$ cat config.mk
export PLATFORM = sky130hd
export DESIGN_NAME = rcv_queue
export DESIGN_NICKNAME = d
export VERILOG_FILES = /design/src/sv/rcv_queue.sv
export VERILOG_INCLUDE_DIRS = /design/src /design/src/sv
export SDC_FILE = /design/constraint.sdc
export NUM_CORES = 1
export LEC_CHECK = 0
export BUFFER_PORTS_ARGS = -buffer_cell sky130_fd_sc_hd__buf_2
export CORE_MARGIN = 2
export CORE_UTILIZATION = 50
export DETAILED_ROUTE_END_ITERATION = 10
export GPL_TIMING_DRIVEN = 0
export MAX_ROUTING_LAYER = met4
export PLACE_DENSITY = 0.71
export SYNTH_ARGS = -nofsm -noshare
export SYNTH_HDL_FRONTEND = slang
export SYNTH_SLANG_ARGS = --single-unit
$ cat constraint.sdc
create_clock -name clk -period 1.5 [get_ports clk]
set_input_delay 0 -clock clk [delete_from_list [all_inputs] [get_ports clk]]
set_output_delay 0 -clock clk [all_outputs]
set_load 0.005 [all_outputs]
$ cat src/sv/assert_macros.svh
// Assertion helpers shared by the filter modules.
`ifndef ASSERT_MACROS_SVH
`define ASSERT_MACROS_SVH
`ifndef SYNTH
// Property that must hold at every clock edge outside reset.
`define RCV_ASSERT(lbl, clk, rst, prop, msg) \
  lbl: assert property (@(posedge clk) disable iff (rst) prop) else $error(msg);
// Condition in one cycle implies a consequence in the next.
`define RCV_ASSERT_NEXT(lbl, clk, rst, ante, cons, msg) \
  lbl: assert property (@(posedge clk) disable iff (rst) (ante) |=> (cons)) else $error(msg);
`else
`define RCV_ASSERT(lbl, clk, rst, prop, msg)
`define RCV_ASSERT_NEXT(lbl, clk, rst, ante, cons, msg)
`endif
`endif

$ cat src/sv/rcv_queue.sv
// ----------------------------------------------------------------------------
// rcv_queue
// Short FIFO between the classifying front end and the filter back end.
// ----------------------------------------------------------------------------
`include "assert_macros.svh"
module rcv_queue #(
  parameter int DW    = 8,
  parameter int DEPTH = 4
) (
  input  logic          clk,
  input  logic          rst,
  input  logic          push,
  input  logic [DW-1:0] push_data,
  output logic          full,
  input  logic          pop,
  output logic [DW-1:0] pop_data,
  output logic          not_empty
);
  localparam int PW = $clog2(DEPTH);
  localparam int CW = $clog2(DEPTH+1);

  logic [DW-1:0] slots [DEPTH];
  logic [PW-1:0] wr_ptr;
  logic [PW-1:0] rd_ptr;
  logic [CW-1:0] count;

  assign full      = (32'(count) == DEPTH);
  assign not_empty = (count != '0);
  assign pop_data  = slots[rd_ptr];

  // storage
  always_ff @(posedge clk) begin
    if (push) begin
      slots[wr_ptr] <= push_data;
    end
  end

  // pointers and fill level
  always_ff @(posedge clk) begin
    if (rst) begin
      wr_ptr <= '0;
      rd_ptr <= '0;
      count  <= '0;
    end else begin
      if (push) begin
        wr_ptr <= (32'(wr_ptr) == DEPTH-1) ? '0 : wr_ptr + 1'b1;
      end
      if (pop) begin
        rd_ptr <= (32'(rd_ptr) == DEPTH-1) ? '0 : rd_ptr + 1'b1;
      end
      count <= count + CW'(push) - CW'(pop);
    end
  end

  `RCV_ASSERT(a_q_bound, clk, rst, 32'(count) <= DEPTH, "queue level above depth")
  `RCV_ASSERT(a_q_pop, clk, rst, !pop || not_empty, "pop from empty queue")
  `RCV_ASSERT_NEXT(a_q_keep, clk, rst, full && !pop, full, "full queue lost an entry")

endmodule

### After elaboration in Yosys (flattened, before gate mapping)

Memories as Yosys holds them, arrays and structs flattened. A register that Yosys moved wholly into a read port is not among the register bits.
Cells that the tools add are included.

* equality and inequality tests: 3
* multiplexer cells: 6
* add/subtract/negate cells: 4
* reductions and logical operators: 1

Operators with widths (count)
* $mux W2: 4
* $add A2 B1 Y2 const B: 2
* $eq A2 B2 Y1 const B: 2
* $add A3 B1 Y3: 1
* $eq A3 B3 Y1 const B: 1
* $reduce_bool A3 Y1: 1
* $sub A3 B1 Y3: 1
* $mux W1: 2

* output and inout port bits: 10
* memories: 1
* word-level logic and storage cells: 18
* input bits: 12
* register bits after elaboration: 7
* bits in writable memories: 32

Memory list
* slots: words 4, bits a word 8, rd ports 1, clocked after Yosys merged registers in 1, wr ports 1, line rcv_queue.sv:22 `logic [DW-1:0] slots [DEPTH];`

### Depth between registers and ports, before layout

* word-level depth: 4
* depth in mapped cells: 7
* gate-level depth less buffers: 7

### Least setup slack after synthesis

No wires, ideal clock.

* path type: register to register
* from: register count[0]
* to: register count[2]
* data required time: 1.390 ns
* setup slack: 0.008 ns
* arrival time: 1.382 ns
* setup time: 0.110 ns
* period minus slack after synthesis: 1.492 ns
* cell stages (with the launch flop): 8
* buffers on the path: 0
* path through: dfxtp_1 -> inv_1 -> ha_1 -> inv_1 -> ha_1 -> fa_1 -> xor3_1 -> nor2_1

* word-level cells in the longest chain between the ends: 2

RTL lines
* from (decl): line rcv_queue.sv:25 `logic [CW-1:0] count;`
* from (signal assigned): line rcv_queue.sv:51 `count <= count + CW'(push) - CW'(pop);`
* $add A3 B1 Y3: line rcv_queue.sv:51
* $sub A3 B1 Y3: line rcv_queue.sv:51

Every way passes these cells.
A chain may end at the register's enable or synchronous reset.

### Worst setup path after layout

* from: register count[0]
* to: register count[1]

Same word-level chain as after synthesis.

==> metrics.yaml <==
status: "finished, final reports clean"
ys_top_cells_by_area: "edfxtp_1, dfxtp_1, mux4_2"
fin_crit_ns: 1.49
rows: 20
cts_root_buffer: "clkbuf_4"
yosysSeqAreaShare: 0.708
initial_utilization: 0.528
synth_edf_count: 32
power.leakage_nw: 0.743
hold_viol: 0
clock_sinks: 41
track_usage: 0.161
fmax_mhz: 669
syn_nets: 105
io_buffers: 21
worstMarginPinSlew_ns: 0.448
die_x_um: 60.8
drc: 0
finalSetupViolCount: 0
wl_met2_mm: 1.29
max-cap-violations: 0
min_period_over_period: 0.996
wl_met1_mm: 1.08
cts_tree: "done"
yosys-top-cells-count: "edfxtp_1, dfxtp_1, mux4_2"
syn_avg_cell_area_um2: 19.0
vias: 835
met3_length_um: 102
synth-seq-cells: 41
dr.max_layer_used: "met4"
place.gp.congestion: 0.662
grt_pass1_vias: 818
dp_cells: 150
clk_pin_slew_ns: 0.11
post-cts-setup-buffers: 0
grt_max_degree: 14
crit_type: "register to register"
layout.cells.non_filler: 168
place_hpwl_mm: 1.62
h-tree-depth: 2
p_per_area_nw_per_um2: 1160
area_growth_pct: 23.4
min_path_type: "primary input to register"
cts_max_path_buffers: 2
synth_top_area_cell: "edfxtp_1"
yosys_warnings: 0
peakVddDrop_v: 0.000627
die_y_um: 60.8
wirelength_mm: 2.53
overflow: 0
finalNetCount: 143
worstSetupEndpointType: "register"
cp_max_fo: 2
drt-pass1-iter-count: 4
ys_types: 18
antenna_cells: 0
wire_per_inst_um: 15.1
ant_nets: 0
cts_made_buffers: 5
critPathLaunchType: "register"
via_per_inst: 4.97
slew_headroom: 0.701
arrival_ns: 1.78
ys.flop_type: "edfxtp_1"
die_area_um2: 3700
synth.most_common_cell: "edfxtp_1"
coreArea_um2: 3050
worstSkewPairLatency_ns: 0.35
netlist_area_um2: 1610
slew_violations: 0
drt_iter0_markers: 18
async_flop_share: 0
cp.required_ns: 1.78
finalInstanceArea_um2: 1990
postSynthCellCount: 85
grt_pass1_wl_mm: 3.87
dpl_cell_area_um2: 1770
rsz0062_at_grt: "true"
yosys.area.top_type_share: 0.596
antenna_found_initial: 0
skew_ns: 0.0113
layout-drive-gt1-share: 0.363
io-pin-count: 22
[path summary, 6_finish.rpt]
kind / slack [ns] / cells past startpoint / end / startpoint
min: 0.03 / 3 / register / pop
min reg2reg: 0.51 / 2 / register / rd_ptr[0]
max: 0.006 / 6 / count[1] / count[0]
max reg2reg: 0.006 / 6 / count[1] / count[0]
[cells in the final DEF (no fill, tap or decap), types with 2 or more instances in the layout]
master,instances
mux2i_1,2
clkbuf_4,5
mux4_2,8
or3b_1,2
dlygate4sd3_1,10
buf_2,20
inv_2,2
edfxtp_1,32
dfxtp_1,7
a21oi_1,2
nor2b_1,2
and2_1,4
nand2b_1,2
inv_1,4
nor2_1,3
ha_4,2
ha_1,5
dfxtp_2,2
[state kept, by name (all words and copies together), names as in the netlist, named ones only]
signal,count
slots,32
count,3
rd_ptr,2
wr_ptr,2
[layout make-up]
type	instances	area [µm²]
tap	44	55.1
sequential	41	1140
multi-input combinational	36	460
fill	238	1060
buffer	2	25.0
timing repair buffer	31	211
inverter	6	22.5
clock buffer	7	66.3
clock inverter	1	5.00
[critical path: stages (launching register included)]
cell and delay, ns:
dfxtp_2 0.34, inv_2 0.05, ha_4 0.26, inv_2 0.04, ha_4 0.14, fa_2 0.50
nor2b_1 0.11
[cells by family (layout without fill, tap and decap cells)]
family | count (synthesis) | count (layout) | share of synthesized area
AO/OA/AOI/OAI | 2 | 2 | 0.00621
XOR/XNOR | 1 | 1 | 0.0147
adder cells (fa/ha/maj) | 8 | 8 | 0.0667
buffers and inverters | 8 | 47 | 0.0240
flip-flops | 41 | 41 | 0.708
multiplexers | 10 | 10 | 0.124
AND/OR/NAND/NOR | 15 | 15 | 0.0566
[timing repair]
item                       CTS  global route
hold endpoints to repair    41             0
setup endpoints to repair   10            10
gates resized for setup      9             2
pin swaps                    1             0
cloned                       0             0
hold buffers                10             0
[where the power goes]
part / leakage, nW / internal, mW / switching [mW] / total, mW
Sequential: 0.369 / 1.30 / 0.0317 / 1.33
Clock: 0.0404 / 0.283 / 0.332 / 0.614
Combinational: 0.334 / 0.212 / 0.146 / 0.358
Total: 0.743 / 1.79 / 0.510 / 2.30
[routing by layer]
layer,global-route usage,up-vias
met4,0.0932,0
met3,0.0405,7
met2,0.258,19
met5,-,-
li1,-,401
met1,0.182,408
[per-stage QoR]
step	hold slack [ns]	utilization	setup WS [ns]	total power, mW	setup TNS, ns
2_1_floorplan	0.0691	-	0.00791	1.55	0
3_3_place_gp	0.210	0.581	-0.0387	1.65	-0.0387
3_5_place_dp	0.218	0.581	-0.0880	1.67	-0.114
4_1_cts	0.0125	0.646	-0.00173	2.32	-0.00173
5_1_grt	0.0108	0.652	-0.0382	2.42	-0.220
6_report	0.0275	0.652	0.00560	2.30	0
No activity file was read; power rests on OpenSTA's default activity.
