--- config.mk ---
export PLATFORM = sky130hd
export DESIGN_NAME = rcv_front
export DESIGN_NICKNAME = d
export VERILOG_FILES = /design/src/sv/assert_macros.svh /design/src/sv/rcv_pkg.sv /design/src/sv/rcv_front.sv
export SDC_FILE = /design/constraint.sdc
export NUM_CORES = 1
export LEC_CHECK = 0
export CORE_MARGIN = 2
export CORE_UTILIZATION = 30
export CTS_BUF_LIST = sky130_fd_sc_hd__clkbuf_4
export CTS_CLUSTER_DIAMETER = 80
export DETAILED_ROUTE_END_ITERATION = 7
export DONT_BUFFER_PORTS = 1
export GPL_TIMING_DRIVEN = 0
export PLACE_DENSITY = 0.52
export SLEW_MARGIN = 25
export SYNTH_ARGS = -nofsm -noshare
export SYNTH_HDL_FRONTEND = slang
export SYNTH_SLANG_ARGS = --single-unit
--- constraint.sdc ---
create_clock -name clk -period 4.4 [get_ports clk]
set_input_delay 0.66 -clock clk [delete_from_list [all_inputs] [get_ports clk]]
set_output_delay 0.66 -clock clk [all_outputs]
set_load 0.05 [all_outputs]
--- src/sv/assert_macros.svh ---
// Assertion helpers shared by the filter modules.
`ifndef ASSERT_MACROS_SVH
`define ASSERT_MACROS_SVH
`ifndef SYNTH
// Property that must hold at every clock edge outside reset.
`define RCV_ASSERT(lbl, clk, rst, prop, msg) \
  lbl: assert property (@(posedge clk) disable iff (rst) prop) else $error(msg);
// Condition in one cycle implies a consequence in the next.
`define RCV_ASSERT_NEXT(lbl, clk, rst, ante, cons, msg) \
  lbl: assert property (@(posedge clk) disable iff (rst) (ante) |=> (cons)) else $error(msg);
`else
`define RCV_ASSERT(lbl, clk, rst, prop, msg)
`define RCV_ASSERT_NEXT(lbl, clk, rst, ante, cons, msg)
`endif
`endif

--- src/sv/rcv_pkg.sv ---
// ----------------------------------------------------------------------------
// rcv_pkg
// Types and constants of the 3x3 RGB convolution stream.
// ----------------------------------------------------------------------------
package rcv_pkg;

  localparam int CFG_IDX_W  = 3;
  localparam int CFG_DATA_W = 48;
  localparam int COEF_W     = 16;
  localparam int PIX_W      = 24;
  localparam int PROD_W     = 25;
  localparam int SUM_W      = 29;

  // register indexes
  localparam logic [CFG_IDX_W-1:0] REG_FRAME_WIDTH  = 3'd0;
  localparam logic [CFG_IDX_W-1:0] REG_FRAME_HEIGHT = 3'd1;
  localparam logic [CFG_IDX_W-1:0] REG_KERNEL_TOP   = 3'd2;
  localparam logic [CFG_IDX_W-1:0] REG_KERNEL_MID   = 3'd3;
  localparam logic [CFG_IDX_W-1:0] REG_KERNEL_BOT   = 3'd4;

  localparam logic [10:0]           FRAME_SIZE_RESET = 11'd1;
  localparam logic [CFG_DATA_W-1:0] KERNEL_MID_RESET = 48'h0000_0100_0000;
  localparam logic [7:0]            PIX_MAX          = 8'd255;

  typedef struct packed {
    logic       func;
    logic [7:0] red;
    logic [7:0] green;
    logic [7:0] blue;
  } in_item_t;

  typedef struct packed {
    logic [7:0] out_red;
    logic [7:0] out_green;
    logic [7:0] out_blue;
    logic       last_pixel;
  } out_item_t;

  // classification of one beat, made by the front end
  typedef struct packed {
    logic has_out;
    logic top_ok;
    logic bot_ok;
    logic left_ok;
    logic right_ok;
    logic last;
  } rcv_flags_t;

  localparam int FLAGS_W = $bits(rcv_flags_t);

endpackage

--- src/sv/rcv_front.sv ---
// ----------------------------------------------------------------------------
// rcv_front
// Tracks input and output raster positions, picks the pixel value by position
// and tags each beat with its output and padding flags.
// ----------------------------------------------------------------------------
module rcv_front #(
  parameter int MAX_WIDTH  = 1024,
  parameter int MAX_HEIGHT = 1024
) (
  input  logic                                clk,
  input  logic                                rst,
  input  logic                                in_valid,
  output logic                                in_ready,
  input  rcv_pkg::in_item_t                   in_data,
  input  logic [$clog2(MAX_WIDTH+1)-1:0]      width,
  input  logic [$clog2(MAX_HEIGHT+1)-1:0]     height,
  input  logic                                size_wr,
  output logic                                push,
  input  logic                                q_full,
  output rcv_pkg::rcv_flags_t                 flags,
  output logic [rcv_pkg::PIX_W-1:0]           pix,
  output logic [$clog2(MAX_WIDTH)-1:0]        col
);
  import rcv_pkg::*;

  localparam int AW = $clog2(MAX_WIDTH);
  localparam int RW = $clog2(MAX_HEIGHT+1);
  localparam int LW = $clog2(MAX_WIDTH+2);

  logic [AW-1:0] in_col;
  logic [RW-1:0] in_row;
  logic          in_done;
  logic [LW-1:0] lead;
  logic [AW-1:0] out_col;
  logic [RW-1:0] out_row;
  logic          primed;
  logic          in_wrap;
  logic          out_wrap;

  assign in_ready = !q_full;
  assign push     = in_valid && !q_full;
  assign col      = in_col;

  // classification of the current beat
  always_comb begin
    primed         = (32'(lead) == 32'(width) + 32'd1);
    in_wrap        = (32'(in_col) + 32'd1 >= 32'(width));
    out_wrap       = (32'(out_col) + 32'd1 >= 32'(width));
    flags.has_out  = primed;
    flags.top_ok   = (out_row != '0);
    flags.bot_ok   = (32'(out_row) + 32'd1 < 32'(height));
    flags.left_ok  = (out_col != '0);
    flags.right_ok = !out_wrap;
    flags.last     = !flags.bot_ok && !flags.right_ok;
    pix            = '0;
    if (!in_done && !in_data.func) begin
      pix = {in_data.blue, in_data.green, in_data.red};
    end
  end

  // position counters
  always_ff @(posedge clk) begin
    if (rst || size_wr || (push && primed && flags.last)) begin
      in_col  <= '0;
      in_row  <= '0;
      in_done <= 1'b0;
      lead    <= '0;
      out_col <= '0;
      out_row <= '0;
    end else if (push) begin
      if (in_wrap) begin
        in_col <= '0;
        if (32'(in_row) + 32'd1 >= 32'(height)) begin
          in_done <= 1'b1;
        end else begin
          in_row <= in_row + 1'b1;
        end
      end else begin
        in_col <= in_col + 1'b1;
      end
      if (!primed) begin
        lead <= lead + 1'b1;
      end else if (out_wrap) begin
        out_col <= '0;
        out_row <= out_row + 1'b1;
      end else begin
        out_col <= out_col + 1'b1;
      end
    end
  end

endmodule

# After elaboration in Yosys (flattened, before gate mapping)
# Cells that the tools add are included.
# totals
regBits	54
latch_bits	0
mem_bits_rw	0
rom_bits	0
in_bits	52
output_inout_bits	42
n_memories	0
# classes
addsub	10
n_mul	0
div_mod_pow	0
order_cmp	4
n_eq_ne	1
shift	0
n_mux	3
n_bitwise	2
n_reduce_logical	19
# ops
op	n
$add A11 B1 Y12 const B	3
$add A11 B1 Y11 const B	3
$mux W24	1
$add A10 B1 Y11 const B	2
$ge A11 B11 Y1	2
$add A10 B1 Y10 const B	2
$mux W10	2
$eq A11 B12 Y1	1
$ge A12 B11 Y1	1
$lt A12 B11 Y1	1
$reduce_bool A11 Y1	1
$reduce_bool A10 Y1	1
$reduce_and A3 Y1	3
$logic_and A1 B1 Y1	5
$logic_not A1 Y1	5
$reduce_and A2 Y1	2
$logic_or A1 B1 Y1	2
$not A1 Y1	2

# Logic depth before layout (Yosys ltp)
# depth
word_depth	6
mapped_depth	15

# Least setup slack after synthesis
# Ideal clock, no wire load.
# synth_timing
kind	reg-to-output
startpoint	register out_row[2]
endpoint	output port flags[0] in the netlist's numbering
arrival_ps	3675
slack_ps	65
path_stages_with_launch	13
n_path_buf	2
cell_sequence	dfxtp_1 -> nand3_1 -> or4_1 -> xnor2_1 -> ha_1 -> a21o_1 -> a21oi_1 -> o21ai_0 -> or3_1 -> buf_4 -> inv_1 -> clkbuf_1 -> nor2_1
# synth_rtl
element	line	text
start: declaration	rcv_front.sv:35	logic [RW-1:0] out_row;
start signal: assignment	rcv_front.sv:85	out_row <= out_row + 1'b1;
end: declaration	rcv_front.sv:20	output rcv_pkg::rcv_flags_t flags,

==> reports/qor.csv <==
stage,metric,value,unit
status,outcome,"finished, final reports clean",
detailed_routing,detailroute.via_count,4616,
timing,setup_repair_after_global_routing_missed_its_margin,false,
place,post_place_setup_slack,-0.551,ns
timing,post-route-worst-setup-slack,0.216,ns
cts,buffers_from_clock_root_to_sink_at_most,2,
logic_synthesis,synthTopCellsByArea,"sky130_fd_sc_hd__dfxtp_1 23%, sky130_fd_sc_hd__ha_1 13%, sky130_fd_sc_hd__a21oi_1 5.3%",
pwr,pwr_density_cell,168,nW/µm²
place,numPortBuffers,0,
floorplanning,floorplan.die.width,131,µm
floorplanning,floorplan.io_pins,94,
place,number_of_instances_in_the_placed_design,841,
logic_synthesis,async_sr_flop_fraction,0,%
timing,max_clock_freq,239,MHz
logic_synthesis,synth_top_area_share,22.5,%
detailed_routing,totalWireLength,13600,µm
setup_path,crit_path_start_kind,register,
logic_synthesis,dominantRegCellSynth,sky130_fd_sc_hd__dfxtp_1,
timing,slew_headroom,27.4,%
floorplanning,core_area,15800,µm²
layout,diodes,0,
logic_synthesis,synth_enable_flop_cells,0,
place,postPlaceCellArea,5070,µm²
timing,skew,0.0136,ns
logic_synthesis,post_synth_num_cell_types,64,
setup_path,critical-path-top-delay-family,simple AND/OR/NAND/NOR gates,
detailed_routing,antenna_violation_net_count_after_detailed_routing,0,
setup_path,critical_path.cell_chain,nand3_2 > or4_1 > xnor2_1 > ha_1 > a21o_1 > a21oi_1 > o21ai_0 > or3_1 > buf_4 > clkinvlp_4 > clkbuf_16 > nor2_4,
layout,num-fill-cells,1674,
cts,cts.reportedPaths.clkPinSlew,0.16,ns
logic_synthesis,post-synth-top-area-cell,sky130_fd_sc_hd__dfxtp_1,
global_route,via_count_of_the_first_global_routing_pass,4271,
logic_synthesis,syn-num-nets,728,
global_route,track_usage,15.5,%
detailed_routing,first_iter_violations,195,
detailed_routing,wl_per_cell,16.0,µm
global_route,grt_start_max_net_pins,16,
cts,clock_latency_on_the_worst_skew_pair,0.40,ns
setup_path,worst-endpoint-arrival,3.52,ns
detailed_routing,drc,0,
logic_synthesis,postSynthRegisterBits,54,
timing,timing.final.crit_share,95.1,%
timing,worst-slew-pin-transition,1.09,ns
detailed_routing,detailed_routing_iterations_pass_1,4,
global_route,antenna_found_initial,0,
floorplanning,die_h,131,µm
global_route,grt_first_pass_wirelength,21200,µm
setup_path,r2r_slack,0.50,ns
detailed_routing,detail_route.vias_per_cell,5.44,
setup_path,slowest_cell_on_the_critical_path,sky130_fd_sc_hd__or4_1,
cts,cts_root_buffer,sky130_fd_sc_hd__clkbuf_4,
layout,layout.cells.non_filler,849,
timing,hold_viol_final,0,
timing,setup_violations,0,
logic_synthesis,synthesis.area_per_instance,7.69,µm²
layout,final_nets,735,
setup_path,worstPathBufferInverterCount,3,
place,gpl.final_weighted_congestion,0.833,
layout,design_area,5200,µm²
setup_path,cp-end-kind,output port,
hold_path,hp-class,register to register,
setup_path,criticalPathCategory,register to output port,
floorplanning,initial_utilization,30.5,%
floorplanning,fp-row-count,46,
cts,ctsHoldBuffers,0,
layout,layout-drive-gt1-share,7.90,%
timing,period_needed,4.18,ns
timing,fin_tns_setup,0,ns
global_route,globalRouteOverflowTotal,0,
setup_path,crit_fanout,10,
cts,cts_tree,yes,
flow_run,cap_viol_max_count,0,
setup_path,crit_path_max_incr_delay,0.65,ns
logic_synthesis,yosysWarnings,0,
timing,hold_slack,0.471,ns
cts,cts-buffers-inserted,5,
pwr,static-leakage-power,2.02,nW
timing,final-max-slew-violation-count,0,
cts,clock_sinks,54,
place,dpl.hpwl,10800,µm
setup_path,worstPathRequired,3.74,ns
pwr,max-vdd-ir-drop,0.0000826,V
cts,cts-htree-levels,2,
layout,area.growth.synth_to_final,8.31,%
logic_synthesis,synth_area,4800,µm²
floorplanning,floorplan.die_area,17000,µm²
logic_synthesis,synthesis.instances,625,
logic_synthesis,sequential_cell_area_fraction_in_the_yosys_report,22.5,%
## stage by stage
step,util [%],total power [mW]
5_1_grt,33.0,0.914
2_1_floorplan,-,0.621
3_3_place_gp,32.2,0.644
6_report,33.0,0.874
3_5_place_dp,32.2,0.646
4_1_cts,32.8,0.889
## cell families after synthesis
group	share of synthesized area, %
buffers and inverters	6.02
adder cells (fa/ha/maj)	13.3
XOR/XNOR	8.93
flip-flops	22.5
AND/OR/NAND/NOR	29.2
multiplexers	0.417
AO/OA/AOI/OAI	19.6
## cells in the mapped netlist, types with 2 or more instances
cell type / count
sky130_fd_sc_hd__a211o_1: 2
sky130_fd_sc_hd__xnor2_1: 26
sky130_fd_sc_hd__or4_4: 3
sky130_fd_sc_hd__nor2_1: 40
sky130_fd_sc_hd__or3_1: 8
sky130_fd_sc_hd__buf_2: 9
sky130_fd_sc_hd__a21oi_2: 3
sky130_fd_sc_hd__or4_1: 15
sky130_fd_sc_hd__a21boi_0: 5
sky130_fd_sc_hd__nand2_1: 42
sky130_fd_sc_hd__nand4_1: 20
sky130_fd_sc_hd__a21oi_1: 51
sky130_fd_sc_hd__o221ai_1: 2
sky130_fd_sc_hd__nand3_1: 44
sky130_fd_sc_hd__dfxtp_1: 54
sky130_fd_sc_hd__o41ai_1: 7
sky130_fd_sc_hd__a211oi_1: 4
sky130_fd_sc_hd__and3_1: 11
sky130_fd_sc_hd__a31o_2: 2
sky130_fd_sc_hd__ha_1: 51
sky130_fd_sc_hd__or2_2: 2
sky130_fd_sc_hd__o21ai_1: 2
sky130_fd_sc_hd__nor3_1: 10
sky130_fd_sc_hd__clkbuf_1: 20
sky130_fd_sc_hd__a21o_1: 7
sky130_fd_sc_hd__nor2b_1: 7
sky130_fd_sc_hd__xor2_1: 23
sky130_fd_sc_hd__nand2b_1: 4
sky130_fd_sc_hd__o21a_1: 2
sky130_fd_sc_hd__o21ai_0: 15
sky130_fd_sc_hd__o31ai_1: 16
sky130_fd_sc_hd__nand4b_1: 4
sky130_fd_sc_hd__a31oi_1: 2
sky130_fd_sc_hd__o22ai_1: 5
sky130_fd_sc_hd__mux2i_1: 2
sky130_fd_sc_hd__buf_4: 3
sky130_fd_sc_hd__nor4_1: 6
sky130_fd_sc_hd__inv_1: 34
sky130_fd_sc_hd__and2_1: 30
sky130_fd_sc_hd__o211ai_1: 7
sky130_fd_sc_hd__nand3b_1: 2
## state kept, by name (all words and copies together), names as in the netlist
| register | count |
|---|---|
| col | 10 |
| in_done | 1 |
| in_row | 11 |
| lead | 11 |
| out_col | 10 |
| out_row | 11 |
## layout make-up
| type | count | area [µm²] | area share [%] |
|---|---|---|---|
| Timing Repair Buffer | 2 | 15.0 | 0.289 |
| Clock inverter | 2 | 8.76 | 0.168 |
| Buffer | 31 | 174 | 3.34 |
| Multi-Input combinational cell | 502 | 3460 | 66.5 |
| Clock buffer | 6 | 45.0 | 0.866 |
| Tap cell | 216 | 270 | 5.19 |
| Inverter | 36 | 140 | 2.69 |
| Sequential cell | 54 | 1090 | 20.9 |
## final timing paths
kind | start | to | cells after the start
min | in_done | in_done | 2
min reg2reg | in_done | in_done | 2
max | out_row[2] | flags[0] | 12
max reg2reg | col[2] | col[8] | 13
## metal layers
metal  vias to the layer above  global-route usage, %  share of wire (%)
li1                       2305                      -                  -
met1                      2177                   19.7                 45
met2                       119                   27.2                 48
met3                        15                   2.28                4.6
met4                         0                   4.69                2.4
met5                         -                      0                  0
## repair_timing
item,4_1_cts,5_1_grt
gates resized for setup,13,9
buffers inserted,0,2
cloned,0,0
pin swaps,1,1
endpoints found under the setup margin,2,11
## worst min-delay path, cell delays in order, from the launching register on
cell and delay [ns]:
sky130_fd_sc_hd__dfxtp_1 0.35, sky130_fd_sc_hd__inv_1 0.05, sky130_fd_sc_hd__a21oi_1 0.05
## layout by cell type (no fill, tap or decap), types with 17 or more instances in the layout
master / n
sky130_fd_sc_hd__nand4_1: 20
sky130_fd_sc_hd__inv_1: 33
sky130_fd_sc_hd__dfxtp_1: 50
sky130_fd_sc_hd__clkbuf_1: 17
sky130_fd_sc_hd__nand2_1: 42
sky130_fd_sc_hd__xor2_1: 23
sky130_fd_sc_hd__xnor2_1: 26
sky130_fd_sc_hd__a21oi_1: 51
sky130_fd_sc_hd__nor2_1: 39
sky130_fd_sc_hd__ha_1: 50
sky130_fd_sc_hd__and2_1: 29
sky130_fd_sc_hd__nand3_1: 42
## power by group
part | total (mW) | switching, mW | internal [mW] | leakage [nW]
clock network | 0.239 | 0.172 | 0.0668 | 0.0331
logic | 0.143 | 0.107 | 0.0357 | 1.55
registers | 0.493 | 0.00296 | 0.490 | 0.437
total | 0.874 | 0.282 | 0.592 | 2.02
Note: power is estimated with default switching activity, not from simulation.
